[config.mk]
export PLATFORM = sky130hd
export DESIGN_NAME = mtmp_front
export DESIGN_NICKNAME = d
export VERILOG_FILES = /design/src/hw/rtl/mtmp_pkg.sv /design/src/hw/rtl/mtmp_front.sv
export SDC_FILE = /design/constraint.sdc
export NUM_CORES = 1
export LEC_CHECK = 0
export BUFFER_PORTS_ARGS = -buffer_cell sky130_fd_sc_hd__buf_2
export CAP_MARGIN = 40
export CORE_ASPECT_RATIO = 0.9
export CORE_MARGIN = 1
export CORE_UTILIZATION = 35
export CTS_CLUSTER_DIAMETER = 120
export CTS_CLUSTER_SIZE = 16
export DETAILED_ROUTE_END_ITERATION = 10
export PLACE_DENSITY_LB_ADDON = 0.08
export SETUP_SLACK_MARGIN = 0.1
export SLEW_MARGIN = 15
export SYNTH_ARGS = -nofsm -noshare
export SYNTH_HDL_FRONTEND = slang
export SYNTH_SLANG_ARGS = --single-unit
export TNS_END_PERCENT = 5
[constraint.sdc]
create_clock -name i_clk -period 4.25 [get_ports i_clk]
set_clock_uncertainty 0.1 [all_clocks]
set_input_delay 0.6375 -clock i_clk [delete_from_list [all_inputs] [get_ports i_clk]]
set_output_delay 0.6375 -clock i_clk [all_outputs]
set_load 0.05 [all_outputs]
[src/hw/rtl/mtmp_pkg.sv]
//------------------------------------------------------------------------------
// mtmp_pkg: shared types and constants
// Widths, register indexes and the queue entry type of the matrix product core.
//------------------------------------------------------------------------------
package mtmp_pkg;

    localparam int MAX_ROWS        = 64;
    localparam int MAX_FACTOR_COLS = 16;
    localparam int MAX_DATA_COLS   = 64;
    localparam int VALUE_BITS      = 32;

    localparam int ROW_W  = 6;
    localparam int FCOL_W = 4;
    localparam int DCOL_W = 6;

    localparam logic [1:0] KIND_LOAD_W = 2'd0;
    localparam logic [1:0] KIND_LOAD_V = 2'd1;
    localparam logic [1:0] KIND_COMP   = 2'd2;
    localparam logic [1:0] KIND_NONE   = 2'd3;

    localparam logic [2:0] REG_ROWS  = 3'd0;
    localparam logic [2:0] REG_FCOLS = 3'd1;
    localparam logic [2:0] REG_DCOLS = 3'd2;
    localparam logic [2:0] REG_MODE  = 3'd3;
    localparam logic [2:0] REG_MASK  = 3'd4;
    localparam logic [2:0] REG_THR   = 3'd5;
    localparam logic [2:0] REG_EPS   = 3'd6;

    localparam logic signed [63:0] SAT_MAX = 64'sh0000_0000_7FFF_FFFF;
    localparam logic signed [63:0] SAT_MIN = -64'sh0000_0000_8000_0000;

    // One classified word waiting for the back end.
    typedef struct packed {
        logic [1:0]  kind;
        logic [5:0]  row;
        logic [5:0]  col;
        logic [31:0] value;
        logic [31:0] ref_value;
    } t_cmd;

endpackage

[src/hw/rtl/mtmp_front.sv]
//------------------------------------------------------------------------------
// mtmp_front: input queue
// Accepts words, drops unknown kinds and holds the rest in a four-entry queue.
//------------------------------------------------------------------------------
module mtmp_front (
    input  logic            i_clk,
    input  logic            i_rst_n,
    input  logic            i_valid,
    output logic            o_ready,
    input  mtmp_pkg::t_cmd  i_cmd,
    output logic            o_valid,
    input  logic            i_ready,
    output mtmp_pkg::t_cmd  o_cmd
);
    import mtmp_pkg::*;

    t_cmd       r_q [4];
    logic [1:0] r_wp, r_rp;
    logic [2:0] r_cnt;
    logic       push, pop;

    assign o_ready = (r_cnt != 3'd4);
    assign push    = i_valid && o_ready && (i_cmd.kind != KIND_NONE);
    assign o_valid = (r_cnt != 3'd0);
    assign pop     = o_valid && i_ready;
    assign o_cmd   = r_q[r_rp];

    always_ff @(posedge i_clk) begin
        if (push) begin
            r_q[r_wp] <= i_cmd;
        end
    end

    always_ff @(posedge i_clk) begin
        if (!i_rst_n) begin
            r_wp  <= '0;
            r_rp  <= '0;
            r_cnt <= '0;
        end else begin
            if (push) r_wp <= r_wp + 2'd1;
            if (pop)  r_rp <= r_rp + 2'd1;
            r_cnt <= r_cnt + {2'b0, push} - {2'b0, pop};
        end
    end

endmodule

# Word level (Yosys, flattened, before mapping)
# Memories as Yosys holds them, arrays and structs flattened. A register that Yosys moved wholly into a read port is not among the register bits.
# Cells that the tools add are included.
[totals]
ff_bits = 7
mem_bits_rw = 312
input_bits = 82
output_inout_bits = 80
elab_cells = 18
mem_count = 1
[classes]
addsub = 4
eq_ne = 2
mux = 4
reduce_logical = 4
[mem_list]
columns = ["name", "words", "width", "rd", "rd_ports_with_merged_regs", "wr", "line_no", "source"]
rows = [
  ["r_q", 4, 78, 1, 1, 1, "mtmp_front.sv:17", "t_cmd r_q [4];"],
]
[ops]
columns = ["cell", "count"]
rows = [
  ["$add A2 B1 Y2 const B", 2],
  ["$mux W2", 2],
  ["$add A3 B1 Y3", 1],
  ["$logic_and A1 B1 Y1", 3],
  ["$ne A3 B3 Y1 const B", 1],
  ["$reduce_bool A3 Y1", 1],
  ["$sub A3 B1 Y3", 1],
  ["$mux W1", 2],
  ["$ne A2 B2 Y1 const B", 1],
]

# Depth between registers and ports, before layout
[depth]
ltp_word = 5
mapped_depth = 11
ltp_nobuf = 11

# Least setup slack after synthesis
# OpenSTA, ideal clock, no wires.
[synth_path]
kind = "input -> register"
start = "input i_cmd[76] (netlist name)"
end = "memory r_q[0][0] (netlist name), enable pin"
arrival_ns = 2.890
t_required_ns = 3.705
setup_slack_ns = 0.815
path_stages = 2
cell_sequence = "a221oi_4 and2_1"
[synth_between]
elab_chain_len = 4
[synth_rtl]
columns = ["item", "line_no", "source"]
rows = [
  ["start, declared", "mtmp_front.sv:10", "input mtmp_pkg::t_cmd i_cmd,"],
  ["$ne A2 B2 Y1", "mtmp_front.sv:23", "assign push = i_valid && o_ready && (i_cmd.kind != KIND_NONE);"],
  ["$logic_and A1 B1 Y1", "mtmp_front.sv:23", ""],
  ["$mux W1", "mtmp_front.sv:29", "if (push) begin"],
  ["$mux W1 (not written as such)", "mtmp_front.sv:30", "r_q[r_wp] <= i_cmd;"],
  ["end, declared", "mtmp_front.sv:17", ""],
]
# No other way between the ends.

==> out/results.ini <==
[worst_setup_path]
path_cells = buf_4 > mux4_2 > buf_2
critPathCaptureType = primary output
worstPathMaxFanout = 28
path_delay_family = flip-flops
required_ns = 3.51
crit_arrival_ns = 2.53
path_class = register to primary output
cp-start-kind = register
cp_slowest_cell = dfxtp_4
crit_path_max_incr_delay_ns = 0.73
path_buf_inv = 2

[floorplanning]
die_h_um = 176
core_sq_mm = 0.0330
die_w_um = 195
die-area_sq_mm = 0.0344
placementRows = 63
design.portCount = 162
initial_utilization_pct = 35.6

[clock_network]
cts_tree = done
cts_setup_buffers = 0
cts_buffer_depth = 3
hold_buffers = 0
clock_latency_ns = 0.53
htree_levels = 1
clk_pin_slew_worst_paths_ns = 0.07
cts_resized = 0
cts_made_buffers = 24
clkSinkCount = 321
cts_root_buffer = clkbuf_16

[place]
dp_cells = 1031
place_congestion = 0.683
dp_hpwl_um = 14100
io_buffers = 161
dpl_worst_slack_ns = 1.34
post_dp_cell_area_sq_mm = 0.0131

[timing]
setup_slack_ns = 0.983
finalSetupViolations = 0
tightest_slew_ns = 0.691
tns_ns = 0
hold_viol_final = 0
rsz0062_at_grt = no
period_share_pct = 76.9
fmax_mhz = 306
period_minus_slack_ns = 3.27
slew_violations = 0
relSlewSlack_pct = 53.9

[detailed_routing]
via_per_inst = 4.79
drc_errors = 0
dr.pass1.iters = 4
vias = 5163
drtAntennaViolNets = 0
wl_um = 23600
wl_per_cell_um = 21.8
drt_iter0_drc = 204

[worst_hold_path]
hp-class = input pin to register

[synth]
yosysWarnings = 0
yosysTopAreaCell = edfxtp_1
netlist_area_sq_mm = 0.0118
dominantRegCellSynth = edfxtp_1
yosys-top-cells-area = edfxtp_1, mux4_2, dfxtp_1
async_flop_share_pct = 0
yosysUniqueCellTypes = 21
synth_enable_flop_cells = 312
synth_fp_nets = 546
yosysSeqAreaShare_pct = 81.2
synth_top_area_share_pct = 79.6
syn-instance-count = 457
yosysMostFrequentCell = edfxtp_1
avgSynthCellArea_sq_um = 25.7
synth_common_cells = edfxtp_1, mux4_2, dfxtp_1
synth.ff_latch_count = 321

[global_routing]
grt_use_met3_pct = 3.06
first_global_vias = 5825
grt_use_met1_pct = 16.2
grt_pass1_wl_um = 35600
grt_use_total_pct = 14.0
antenna_found_initial = 4
use_met2_pct = 25.9
grt_overflow_total = 0
grt_max_degree = 43
grt-busiest-layer = met2

[power_and_ir_drop]
p_leak_uw = 0.00450
power.density_mw_per_mm2 = 620
ir_drop_v = 0.000410

[finish]
area.growth.synth_to_final_pct = 17.2
final_nets = 724
fin_area_sq_mm = 0.0138
drive_above_1_share_pct = 43.2
instances_no_fill = 1078

[status]
status = complete, no violations

[run]
maxCapViolCount = 0

## area by class of cell
cell class	count	area, sq um
Clock buffer	43	693
Sequential cell	321	9560
Tap cell	422	528
Timing Repair Buffer	171	918
Antenna cell	3	7.51
Clock inverter	1	16.3
Multi-Input combinational cell	111	2050
Inverter	6	22.5
Fill cell	2899	19200
## state kept, by name, summed over array words and instances, names as in the netlist, named ones only
| signal | count |
|---|---|
| r_wp | 2 |
| r_rp | 2 |
| r_cnt | 3 |
| r_q | 312 |
## cell families after synthesis
family / after synthesis / share of synthesized area, %
adders and majority gates: 7 / 0.808
DFF: 321 / 81.2
and+or+nand+nor: 17 / 0.776
muxes: 80 / 15.1
AOI/OAI and AO/OA: 3 / 0.372
xor gates and xnor gates: 4 / 0.298
buffers and inverters: 25 / 1.48
## power by group
group	total, uW	internal, uW	switching, uW	leakage (uW)
Clock	2140	1110	1030	0.000337
Combinational	2520	794	1730	0.00125
Sequential	3890	3730	160	0.00292
## worst register-to-register path: cells and delay by family, from the launching register on
kind | cells | cell delay (ns)
fa+ha+maj | 3 | 0.82
buf+inv | 3 | 0.19
xor+xnor | 2 | 0.28
simple gates | 2 | 0.30
flops | 1 | 0.46
compound gates | 1 | 0.43
## layer usage
metal  vias to the layer above  wire length [um]
li1                       2301                 -
met1                      2739              9370
met2                        94             12600
met3                        29              1010
met4                         0               577
met5                         -                 0
## stage by stage
stage | util (%) | total power [uW] | hold WS, ns
3_5_place_dp | 39.6 | 6560 | 0.398
6_report | 41.8 | 8550 | 0.216
4_1_cts | 41.7 | 8710 | 0.182
3_3_place_gp | 39.6 | 6530 | 0.383
5_1_grt | 41.7 | 8910 | 0.188
2_1_floorplan | - | 5960 | 0.368
## worst paths after layout
check | start | endpoint | slack [ns] | depth (start not counted)
max | register | o_cmd[9] | 0.98 | 3
min | i_cmd[13] | r_q[2][13]$_DFFE_PP_ | 0.22 | 1
max reg2reg | r_cnt[1]$_SDFF_PN0_ | r_cnt[2]$_SDFF_PN0_ | 1.57 | 11
min reg2reg | r_wp[0]$_SDFFE_PN0P_ | r_wp[0]$_SDFFE_PN0P_ | 0.42 | 2
## placed cells by master (no fill, tap or decap), types with 2 or more instances in the layout
master | netlist | final
dfxtp_1 | 9 | 7
buf_4 | 5 | 7
mux4_2 | 78 | 78
buf_12 | 3 | 3
inv_1 | 6 | 6
ha_1 | 6 | 6
diode_2 | 0 | 3
and2_4 | 0 | 4
xnor2_1 | 4 | 4
nor2b_1 | 3 | 3
clkbuf_1 | 6 | 18
clkbuf_16 | 0 | 25
dfxtp_4 | 0 | 2
nand2_1 | 5 | 5
mux2i_1 | 2 | 2
edfxtp_1 | 312 | 312
and2_1 | 7 | 3
buf_2 | 4 | 161
No activity file was read; power rests on OpenSTA's default activity.
